### config.mk
export PLATFORM = sky130hd
export DESIGN_NAME = sha1_message_digest
export DESIGN_NICKNAME = d
export VERILOG_FILES = /design/src/sv/sha1md_pkg.sv /design/src/sv/sha1md_ctrl.sv /design/src/sv/sha1md_dp.sv /design/src/sv/sha1_message_digest.sv
export SDC_FILE = /design/constraint.sdc
export NUM_CORES = 2
export LEC_CHECK = 0
export BUFFER_PORTS_ARGS = -buffer_cell sky130_fd_sc_hd__buf_4
export CAP_MARGIN = 20
export CORE_ASPECT_RATIO = 0.7
export CORE_MARGIN = 4
export CORE_UTILIZATION = 40
export CTS_BUF_LIST = sky130_fd_sc_hd__clkbuf_8
export DETAILED_ROUTE_END_ITERATION = 12
export PLACE_DENSITY = 0.53
export SLEW_MARGIN = 20
export SYNTH_ARGS = -nofsm -noshare
export SYNTH_HDL_FRONTEND = slang
export SYNTH_SLANG_ARGS = --single-unit
### constraint.sdc
create_clock -name clk -period 21.9 [get_ports clk]
set_clock_uncertainty 0.2 [all_clocks]
set_input_delay 3.285 -clock clk [delete_from_list [all_inputs] [get_ports clk]]
set_output_delay 3.285 -clock clk [all_outputs]
set_load 0.03 [all_outputs]
### src/sv/sha1md_pkg.sv
// ----------------------------------------------------------------------------
// sha1md_pkg
// Shared types and constants for the SHA-1 message digest engine.
// ----------------------------------------------------------------------------
package sha1md_pkg;

  localparam int WordWidth   = 32;
  localparam int NumChain    = 5;
  localparam int WindowDepth = 16;
  localparam int NumRounds   = 80;
  localparam int FillWidth   = 6;
  localparam int RoundWidth  = 7;
  localparam int CountWidth  = 64;

  localparam logic [WordWidth-1:0] IV0 = 32'h67452301;
  localparam logic [WordWidth-1:0] IV1 = 32'hEFCDAB89;
  localparam logic [WordWidth-1:0] IV2 = 32'h98BADCFE;
  localparam logic [WordWidth-1:0] IV3 = 32'h10325476;
  localparam logic [WordWidth-1:0] IV4 = 32'hC3D2E1F0;

  localparam logic [WordWidth-1:0] K0 = 32'h5A827999;
  localparam logic [WordWidth-1:0] K1 = 32'h6ED9EBA1;
  localparam logic [WordWidth-1:0] K2 = 32'h8F1BBCDC;
  localparam logic [WordWidth-1:0] K3 = 32'hCA62C1D6;

  localparam logic [7:0] PAD_BYTE = 8'h80;

  // Fill positions that steer the padding sequence
  localparam logic [FillWidth-1:0] FILL_LAST = 6'd63;
  localparam logic [FillWidth-1:0] FILL_LEN  = 6'd56;

  localparam logic [RoundWidth-1:0] ROUND_LAST = 7'd79;
  localparam logic [RoundWidth-1:0] ROUND_F1   = 7'd20;
  localparam logic [RoundWidth-1:0] ROUND_F2   = 7'd40;
  localparam logic [RoundWidth-1:0] ROUND_F3   = 7'd60;

  // Source of the byte written into the block buffer
  localparam logic [1:0] SEL_DATA = 2'd0;
  localparam logic [1:0] SEL_PAD  = 2'd1;
  localparam logic [1:0] SEL_ZERO = 2'd2;
  localparam logic [1:0] SEL_LEN  = 2'd3;

  typedef struct packed {
    logic       put_byte;
    logic [1:0] byte_sel;
    logic       count_inc;
    logic       round_step;
    logic       chain_add;
    logic       emit;
  } cmd_t;

  typedef struct packed {
    logic [FillWidth-1:0] fill;
    logic                 round_last;
    logic                 out_busy;
  } status_t;

endpackage

### src/sv/sha1md_ctrl.sv
// ----------------------------------------------------------------------------
// sha1md_ctrl
// Sequencer: takes items, walks the padding, runs the 80 rounds and hands
// the digest to the output register.
// ----------------------------------------------------------------------------
module sha1md_ctrl (
  input  logic                clk,
  input  logic                rst,
  input  logic                in_valid,
  input  logic                byte_present,
  input  logic                last_byte,
  output logic                in_stall,
  input  sha1md_pkg::status_t status,
  output sha1md_pkg::cmd_t    cmd
);

  localparam logic [2:0] ST_IDLE  = 3'd0;
  localparam logic [2:0] ST_PAD   = 3'd1;
  localparam logic [2:0] ST_ROUND = 3'd2;
  localparam logic [2:0] ST_FINAL = 3'd3;
  localparam logic [2:0] ST_EMIT  = 3'd4;

  logic [2:0] state;
  logic [2:0] state_next;
  logic       last_pending;
  logic       pad_first;
  logic       pad_wrap;
  logic       pad_done;
  logic       accept;
  logic       fill_full;
  logic       fill_tail;
  logic [1:0] pad_sel;

  assign in_stall  = (state != ST_IDLE);
  assign accept    = in_valid && !in_stall;
  assign fill_full = (status.fill == sha1md_pkg::FILL_LAST);
  assign fill_tail = (status.fill >= sha1md_pkg::FILL_LEN);

  always_comb begin
    if (pad_first) begin
      pad_sel = sha1md_pkg::SEL_PAD;
    end else if (!pad_wrap && fill_tail) begin
      pad_sel = sha1md_pkg::SEL_LEN;
    end else begin
      pad_sel = sha1md_pkg::SEL_ZERO;
    end
  end

  always_comb begin
    cmd        = '0;
    state_next = state;
    unique case (state)
      ST_IDLE: begin
        if (accept) begin
          cmd.put_byte  = byte_present;
          cmd.count_inc = byte_present;
          cmd.byte_sel  = sha1md_pkg::SEL_DATA;
          if (byte_present && fill_full) begin
            state_next = ST_ROUND;
          end else if (last_byte) begin
            state_next = ST_PAD;
          end
        end
      end
      ST_PAD: begin
        cmd.put_byte = 1'b1;
        cmd.byte_sel = pad_sel;
        if (fill_full) begin
          state_next = ST_ROUND;
        end
      end
      ST_ROUND: begin
        cmd.round_step = 1'b1;
        if (status.round_last) begin
          state_next = ST_FINAL;
        end
      end
      ST_FINAL: begin
        cmd.chain_add = 1'b1;
        if (pad_done) begin
          state_next = ST_EMIT;
        end else if (last_pending) begin
          state_next = ST_PAD;
        end else begin
          state_next = ST_IDLE;
        end
      end
      ST_EMIT: begin
        // hold until the output register is free
        if (!status.out_busy) begin
          cmd.emit   = 1'b1;
          state_next = ST_IDLE;
        end
      end
      default: state_next = ST_IDLE;
    endcase
  end

  always_ff @(posedge clk) begin
    if (rst) begin
      state        <= ST_IDLE;
      last_pending <= 1'b0;
      pad_first    <= 1'b0;
      pad_wrap     <= 1'b0;
      pad_done     <= 1'b0;
    end else begin
      state <= state_next;
      if (accept) begin
        last_pending <= last_byte;
        pad_first    <= 1'b1;
        pad_wrap     <= 1'b0;
        pad_done     <= 1'b0;
      end else if (state == ST_PAD) begin
        pad_first <= 1'b0;
        if (fill_full) begin
          pad_wrap <= 1'b0;
          pad_done <= (pad_sel == sha1md_pkg::SEL_LEN);
        end else if (pad_first && fill_tail) begin
          // no room for the length: zero out this block, length goes in the next
          pad_wrap <= 1'b1;
        end
      end else if (cmd.emit) begin
        last_pending <= 1'b0;
        pad_done     <= 1'b0;
      end
    end
  end

endmodule

### src/sv/sha1md_dp.sv
// ----------------------------------------------------------------------------
// sha1md_dp
// Datapath: byte packer, 16-word schedule shift line, one SHA-1 round per
// cycle, chaining words, byte count and the digest output register.
// ----------------------------------------------------------------------------
module sha1md_dp (
  input  logic                clk,
  input  logic                rst,
  input  logic [7:0]          data_byte,
  input  sha1md_pkg::cmd_t    cmd,
  output sha1md_pkg::status_t status,
  output logic                out_valid,
  input  logic                out_stall,
  output logic [31:0]         digest_word_0,
  output logic [31:0]         digest_word_1,
  output logic [31:0]         digest_word_2,
  output logic [31:0]         digest_word_3,
  output logic [31:0]         digest_word_4
);

  localparam int WW = sha1md_pkg::WordWidth;

  logic [WW-1:0] window [sha1md_pkg::WindowDepth];
  logic [WW-1:0] chain  [sha1md_pkg::NumChain];
  logic [WW-1:0] va, vb, vc, vd, ve;
  logic [23:0]   acc;
  logic [sha1md_pkg::FillWidth-1:0]  fill;
  logic [sha1md_pkg::RoundWidth-1:0] round_index;
  logic [sha1md_pkg::CountWidth-1:0] byte_count;

  logic [7:0]    byte_in;
  logic [WW-1:0] word_in;
  logic [sha1md_pkg::CountWidth-1:0] bit_len;
  logic [5:0]    len_lsb;
  logic [WW-1:0] sched_x;
  logic [WW-1:0] sched_new;
  logic [WW-1:0] f_val;
  logic [WW-1:0] k_val;
  logic [WW-1:0] temp;

  assign bit_len = {byte_count[sha1md_pkg::CountWidth-4:0], 3'b000};
  assign len_lsb = {~fill[2:0], 3'b000};

  always_comb begin
    case (cmd.byte_sel)
      sha1md_pkg::SEL_DATA: byte_in = data_byte;
      sha1md_pkg::SEL_PAD:  byte_in = sha1md_pkg::PAD_BYTE;
      sha1md_pkg::SEL_LEN:  byte_in = bit_len[len_lsb +: 8];
      default:              byte_in = 8'h00;
    endcase
  end

  assign word_in = {acc, byte_in};

  // W[t+16] from the window holding W[t..t+15]
  assign sched_x   = window[13] ^ window[8] ^ window[2] ^ window[0];
  assign sched_new = {sched_x[WW-2:0], sched_x[WW-1]};

  always_comb begin
    if (round_index < sha1md_pkg::ROUND_F1) begin
      f_val = (vb & vc) | (~vb & vd);
      k_val = sha1md_pkg::K0;
    end else if (round_index < sha1md_pkg::ROUND_F2) begin
      f_val = vb ^ vc ^ vd;
      k_val = sha1md_pkg::K1;
    end else if (round_index < sha1md_pkg::ROUND_F3) begin
      f_val = (vb & vc) | (vb & vd) | (vc & vd);
      k_val = sha1md_pkg::K2;
    end else begin
      f_val = vb ^ vc ^ vd;
      k_val = sha1md_pkg::K3;
    end
  end

  assign temp = {va[WW-6:0], va[WW-1:WW-5]} + f_val + ve + k_val + window[0];

  assign status.fill       = fill;
  assign status.round_last = (round_index == sha1md_pkg::ROUND_LAST);
  assign status.out_busy   = out_valid && out_stall;

  // Schedule window, working variables and output payload
  always_ff @(posedge clk) begin
    if (cmd.put_byte) begin
      acc <= word_in[23:0];
      if (fill[1:0] == 2'b11) begin
        for (int i = 0; i < sha1md_pkg::WindowDepth - 1; i++) begin
          window[i] <= window[i+1];
        end
        window[sha1md_pkg::WindowDepth-1] <= word_in;
      end
      if (fill == sha1md_pkg::FILL_LAST) begin
        va <= chain[0];
        vb <= chain[1];
        vc <= chain[2];
        vd <= chain[3];
        ve <= chain[4];
      end
    end else if (cmd.round_step) begin
      for (int i = 0; i < sha1md_pkg::WindowDepth - 1; i++) begin
        window[i] <= window[i+1];
      end
      window[sha1md_pkg::WindowDepth-1] <= sched_new;
      va <= temp;
      vb <= va;
      vc <= {vb[1:0], vb[WW-1:2]};
      vd <= vc;
      ve <= vd;
    end
    if (cmd.emit) begin
      digest_word_0 <= chain[0];
      digest_word_1 <= chain[1];
      digest_word_2 <= chain[2];
      digest_word_3 <= chain[3];
      digest_word_4 <= chain[4];
    end
  end

  // Control state: chaining words, counters, output valid
  always_ff @(posedge clk) begin
    if (rst) begin
      chain[0]    <= sha1md_pkg::IV0;
      chain[1]    <= sha1md_pkg::IV1;
      chain[2]    <= sha1md_pkg::IV2;
      chain[3]    <= sha1md_pkg::IV3;
      chain[4]    <= sha1md_pkg::IV4;
      fill        <= '0;
      round_index <= '0;
      byte_count  <= '0;
      out_valid   <= 1'b0;
    end else begin
      if (cmd.put_byte) begin
        fill <= fill + 1'b1;
        if (fill == sha1md_pkg::FILL_LAST) begin
          round_index <= '0;
        end
      end
      if (cmd.round_step) begin
        round_index <= round_index + 1'b1;
      end
      if (cmd.count_inc) begin
        byte_count <= byte_count + 1'b1;
      end
      if (cmd.chain_add) begin
        chain[0] <= chain[0] + va;
        chain[1] <= chain[1] + vb;
        chain[2] <= chain[2] + vc;
        chain[3] <= chain[3] + vd;
        chain[4] <= chain[4] + ve;
      end
      if (cmd.emit) begin
        // reload for the next message
        chain[0]   <= sha1md_pkg::IV0;
        chain[1]   <= sha1md_pkg::IV1;
        chain[2]   <= sha1md_pkg::IV2;
        chain[3]   <= sha1md_pkg::IV3;
        chain[4]   <= sha1md_pkg::IV4;
        byte_count <= '0;
        fill       <= '0;
        out_valid  <= 1'b1;
      end else if (out_valid && !out_stall) begin
        out_valid <= 1'b0;
      end
    end
  end

endmodule

### src/sv/sha1_message_digest.sv
// ----------------------------------------------------------------------------
// sha1_message_digest
// SHA-1 engine fed one message byte per item, giving the 160-bit digest.
// ----------------------------------------------------------------------------
// Bytes are taken one per cycle while the engine is idle and are packed
// big-endian into a 64-byte block. A full block occupies the engine for
// 80 rounds on a single round unit plus a step that folds the result into
// the chaining words; no bytes are taken meanwhile. An item with last_byte
// set is followed by padding, written one byte per cycle into the block
// buffer, the compression of one or two blocks, and the loading of the
// digest register. The digest sits in an output register, so the next
// message may begin while it waits to be taken. byte_present low with
// last_byte high ends a message without adding a byte; both low is a no-op.
module sha1_message_digest (
  input  logic        clk,
  input  logic        rst,
  input  logic        in_valid,
  output logic        in_stall,
  input  logic [7:0]  data_byte,
  input  logic        byte_present,
  input  logic        last_byte,
  output logic        out_valid,
  input  logic        out_stall,
  output logic [31:0] digest_word_0,
  output logic [31:0] digest_word_1,
  output logic [31:0] digest_word_2,
  output logic [31:0] digest_word_3,
  output logic [31:0] digest_word_4
);

  sha1md_pkg::cmd_t    cmd;
  sha1md_pkg::status_t status;

  sha1md_ctrl u_ctrl (
    .clk          (clk),
    .rst          (rst),
    .in_valid     (in_valid),
    .byte_present (byte_present),
    .last_byte    (last_byte),
    .in_stall     (in_stall),
    .status       (status),
    .cmd          (cmd)
  );

  sha1md_dp u_dp (
    .clk           (clk),
    .rst           (rst),
    .data_byte     (data_byte),
    .cmd           (cmd),
    .status        (status),
    .out_valid     (out_valid),
    .out_stall     (out_stall),
    .digest_word_0 (digest_word_0),
    .digest_word_1 (digest_word_1),
    .digest_word_2 (digest_word_2),
    .digest_word_3 (digest_word_3),
    .digest_word_4 (digest_word_4)
  );

endmodule
# --- Word-level counts from Yosys, hierarchy flattened ---
# Memory sizes are Yosys's and may differ from the RTL's.
# Cells that the tools add are included.
word_totals:
  regBits: 429
  ramBits: 672
  out_inout_bits: 162
  n_memories: 2
op_classes:
  addsub: 12
  magnitude_cmp: 4
  n_eq_ne: 17
  n_shift: 1
  n_mux: 94
  n_bitwise: 40
  n_reduce_logical: 27
memory_table:
  columns: ["name", "depth", "width", "read_ports", "rd_clocked_by_memory_dff", "wr", "line_no", "rtl"]
  rows:
  - ["u_dp.window", 16, 32, 16, 0, 16, "sha1md_dp.sv:23", "logic [WW-1:0] window [sha1md_pkg::WindowDepth];"]
  - ["u_dp.chain", 5, 32, 5, 0, 5, "sha1md_dp.sv:24", "logic [WW-1:0] chain [sha1md_pkg::NumChain];"]
ops:
  columns: ["cell", "n"]
  rows:
  - ["$mux 32", 46]
  - ["$add 32x32->32", 9]
  - ["$xor 32x32->32", 5]
  - ["$and 32x32->32", 4]
  - ["$or 32x32->32", 3]
  - ["$add 64x1->64 const B", 1]
  - ["$shiftx 64x7->8", 1]
  - ["$mux 1", 32]
  - ["$not 32->32", 1]
  - ["$mux 31", 1]
  - ["$or 1x1->1", 26]
  - ["$pmux 8 s3", 1]
  - ["$mux 3", 7]
  - ["$mux 7", 3]
  - ["$pmux 3 s5", 1]
  - ["$lt 7x6->1 const B", 2]
  - ["$reduce_bool 2->1", 7]
  - ["$reduce_and 2->1", 5]
  - ["$ne 2x1->1 const B", 4]
  - ["$add 7x1->7 const B", 1]
  - ["$eq 7x7->1 const B", 1]
  - ["$lt 7x5->1 const B", 1]
  - ["$add 6x1->6 const B", 1]
  - ["$eq 2x2->1 const B", 3]
  - ["other kinds (19)", 29]

# --- Longest topological paths before layout ---
logic_depth:
  depth_word: 12
  ltp_mapped: 25
  ltp_nobuf: 23

# --- Hierarchy ---
# A second synthesis with hierarchy kept.
hier_totals:
  cells_unflattened: 3964
  area_unflattened_um2: 51065.2
modules_own_cells:
  columns: ["module", "n_inst", "cells_per_inst", "area_each_um2"]
  rows:
  - ["sha1md_dp", 1, 3905, 50547.2]
  - ["sha1md_ctrl", 1, 59, 518.0]

# --- Least setup slack after synthesis ---
# No wires, ideal clock.
synth_path:
  path_type: "input -> register"
  startpoint: "in in_valid"
  endpoint: "mem u_dp.window[0][0] (netlist bit), enable pin"
  t_arrival_ns: 13.041
  t_required_ns: 18.032
  setup_slack_ns: 4.991
  stages: 8
  path_buffers: 3
  path_cell_list: "and3_1 buf_4 nor2_1 inv_1 nand2_1 clkbuf_1 clkbuf_1 nand2_1"
synth_lines:
  columns: ["element", "line_no", "rtl"]
  rows:
  - ["start: declaration", "sha1_message_digest.sv:17", "input logic in_valid,"]
  - ["end: declaration", "sha1md_dp.sv:23", null]

# --- Final worst setup path ---
layout_path:
  startpoint: "reg u_dp.round_index[4] (netlist bit)"
  endpoint: "reg u_dp.va[30] (data pin)"
layout_via:
  elab_chain_len: 10
  word_cells_on_any_way: 15
  cone_classes: "add/sub (4); order compare (3); mux (8)"
layout_rtl:
  columns: ["element", "line_no", "rtl"]
  rows:
  - ["start: declaration", "sha1md_dp.sv:28", "logic [sha1md_pkg::RoundWidth-1:0] round_index;"]
  - ["start signal: assignment", "sha1md_dp.sv:138", "round_index <= round_index + 1'b1;"]
  - ["$lt 7x6->1", "sha1md_dp.sv:66", "end else if (round_index < sha1md_pkg::ROUND_F3) begin"]
  - ["$mux 32", "sha1md_dp.sv:66", null]
  - ["$mux 32", "sha1md_dp.sv:63", "end else if (round_index < sha1md_pkg::ROUND_F2) begin"]
  - ["$mux 32", "sha1md_dp.sv:60", "if (round_index < sha1md_pkg::ROUND_F1) begin"]
  - ["$add 32x32->32 (2 in series)", "sha1md_dp.sv:75", "assign temp = {va[WW-6:0], va[WW-1:WW-5]} + f_val + ve + k_val + window[0];"]
  - ["$add 32x32->32 (*) (2 in series)", "sha1md_dp.sv:75", null]
  - ["$mux 32 (*)", "sha1md_dp.sv:98", "end else if (cmd.round_step) begin"]
  - ["$mux 32 (*)", "sha1md_dp.sv:83", "if (cmd.put_byte) begin"]
  - ["end signal: assignment", "sha1md_dp.sv:92", "va <= chain[0];"]
  - ["end signal: assignment", "sha1md_dp.sv:103", "va <= temp;"]
  - ["end: declaration", "sha1md_dp.sv:25", "logic [WW-1:0] va, vb, vc, vd, ve;"]
# Mark *: on every way between the ends. The rest lies on a longest branch, timed or not. The select of a mux whose other input is x is not followed.
# A chain may end at the register's enable or synchronous reset.

==> metrics <==
run status finished, final reports clean; CTS tree done; worst min-delay path class flop to flop; clk_lat worst skew slightly below 0.9 ns; Mapped Area between 0.05 and 0.06 mm²; Avg WL per Cell ~21 µm; GR Overflow Total 0; share of total power in combinational logic between 20 and 30%; Starting DRT DRC Count between 2000 and 3000; RSZ-0062 raised after global routing false; initial antenna violation count 5; Crit Path Max Fanout 34; postcts setup bufs 0; sequential share of power 44.9%; final WL roughly 130000 µm; Area Overhead vs Synth 12.7%; All-Layer GR Usage around a fifth; DPL Wire Length 91700 µm; die height 309 µm; post-place setup slack between 10 and 15 ns; pwr dens 109 mW/mm²; vias post-DR around 32000; Syn Area/Cell ~13 µm²; Synth top area share 58.9%; number of synthesized flops with an enable pin 1016; CTS-repair resized insts 0; final hold viol count 0; switching pwr between 2 and 2.5 mW; post-synth cell types 83; fin util a little under half; # hold bufs at CTS 0; Clock transition at path regs 0.08 ns; vias per inst between 5 and 6; Clock Tree Buf Depth 3; vias in the first global route 30300; Mapped Cells 4066; maximum VDD drop about 89 µV; Max Clk Rate 118 MHz; commonest non-fill, non-tap cells in the layout edfxtp_1, nand2_1, nor2_1, inv_1, ha_1; commonest non-fill, non-tap cell in the layout edfxtp_1; Synth async-reset ratio 0%; Die ar. around 0.14 mm²; Worst setup EP type flop; Max-slew headroom about 27%; setup TNS 0 ns; register area share after synthesis approximately 62%; Largest Register u_dp.window; FF+latch count, synth roughly 1100; DIE WIDTH between 400 and 500 µm; Crit path required time 22.31 ns; RePlAce Congestion 0.901; Clk network pwr share 25.7%; Ys Warns 0; Layout fillers 12000; Synth area leader edfxtp_1; Synth area leaders edfxtp_1, ha_1, fa_1; total power 6.33 mW; Switching Fraction roughly a third; Top Registers u_dp.window: 512 flops, u_dp.chain: 160 flops, u_dp.byte_count: 61 flops; crit path launch type flop; multi-input logic area between 0.015 and 0.02 mm²; antenna-violating nets left 0; DRC 0; row count 110; pin count of the biggest net entering global routing 200; Slew Limit Fails 0; max reg flops approximately 510; Clock Tree Root clkbuf_8; Worst EP arrival 8.88 ns; core area 0.129 mm²; Setup Viol. Count Final 0; CTS Sinks approximately 1100; synthesized net count 4428; Ports 176; H-tree lvl count 4; clock buffer count from CTS roughly 170; setup ws final about 13 ns; layout cells sized above 1 10.4%; Initial Util 40.3%; Final min period between 8 and 9 ns; first-pass GRT wire length 193000 µm; port bufs between 150 and 200; DR pass1 iterations 5; Tightest Pin Transition roughly 1.1 ns; Leakage 21.3 nW; main flop type after synthesis edfxtp_1; max_cap viols 0; Seq. cell area 0.0322 mm²; internal power slightly above 4 mW; fin nets around 4700; WS Path Type flop to flop; WHS between 0.15 and 0.2 ns; final worst path period share slightly below 40%
==> synth_stat cells (49+ instances only) <==
cell type / instances
inv_1: 243
edfxtp_1: 1016
dfxtp_1: 82
a21o_1: 80
xnor2_1: 187
fa_1: 124
o21ai_0: 188
nand3_1: 54
xor2_1: 93
nand2_1: 588
nor2_1: 311
nor3_1: 49
a21oi_1: 196
clkbuf_1: 86
ha_1: 224
==> layer usage <==
| layer | track usage [%] | wire, µm | part of all wire, % | vias to the layer above |
|---|---|---|---|---|
| met4 | 4.55 | 2230 | 1.7 | 2 |
| met1 | 30.0 | 66100 | 51 | 15900 |
| met2 | 25.0 | 51200 | 40 | 858 |
| met5 | 0 | 13 | 0.010 | - |
| met3 | 5.61 | 10100 | 7.8 | 166 |
| li1 | - | - | - | 15200 |
==> metrics by stage <==
stage	cell area [µm²]	cells
final	58400	6214
after global routing	58400	6213
after CTS	58300	6210
after detailed placement	55200	5905
after global placement	55200	5905
after floorplan	51800	4066
==> layout make-up <==
cell class,count,share of cell area (%)
Sequential cell,1098,55.1
Multi-Input combinational cell,2621,31.5
Clock buffer,171,4.03
Tap cell,1736,3.72
Timing Repair Buffer,207,2.72
Inverter,243,1.58
Clock inverter,134,1.32
Antenna cell,4,0.0172
==> power groups by stage <==
stage          logic, mW  registers (mW)  clock network [mW]
4_1_cts             1.85            2.85                1.69
3_3_place_gp        1.82            2.89                   0
2_1_floorplan       1.30            3.00                   0
5_1_grt             2.08            2.87                1.79
6_report            1.86            2.85                1.63
3_5_place_dp        1.84            2.89                   0
==> cell families (layout without fill, tap and decap cells) <==
family                   after synthesis  count (layout)  share of synthesized area, %
multiplexers                          35              35                         0.993
AND/OR/NAND/NOR                     1230            1230                          10.5
buffers and inverters                347             755                          2.56
AO/OA/AOI/OAI                        728             728                          8.95
flip-flops                          1098            1098                          62.1
other                                  0               4                             0
adder cells (fa/ha/maj)              348             348                          10.2
XOR/XNOR                             280             280                          4.74
==> worst max-delay path, stage by stage (launching register included) <==
cell and delay [ns]:
dfxtp_1 0.43, a41oi_1 0.86, inv_1 0.52, nor2_1 0.36
inv_1 0.07, buf_4 0.28, o32ai_1 0.18, nor2_1 0.11
fa_1 0.47, fa_1 0.52, inv_1 0.06, fa_1 0.56
inv_1 0.06, ha_1 0.31, a211oi_1 0.38, o21a_1 0.21
nor3_1 0.09, o31ai_1 0.66, a211oi_1 0.34, o41ai_1 0.90
o221ai_1 0.29, mux2i_1 0.20, o211ai_1 0.10
==> path summary, 6_finish.rpt <==
path / start / to / slack (ns) / cells past startpoint
min: u_dp.window[0][215]$_DFFE_PP_ / u_dp.window[0][183]$_DFFE_PP_ / 0.19 / 0
max: u_dp.round_index[4]$_SDFFE_PP0P_ / u_dp.va[30]$_DFFE_PP_ / 13.43 / 22
max reg2reg: u_dp.round_index[4]$_SDFFE_PP0P_ / u_dp.va[30]$_DFFE_PP_ / 13.43 / 22
min reg2reg: u_dp.window[0][215]$_DFFE_PP_ / u_dp.window[0][183]$_DFFE_PP_ / 0.19 / 0
No activity file was read; power rests on OpenSTA's default activity.
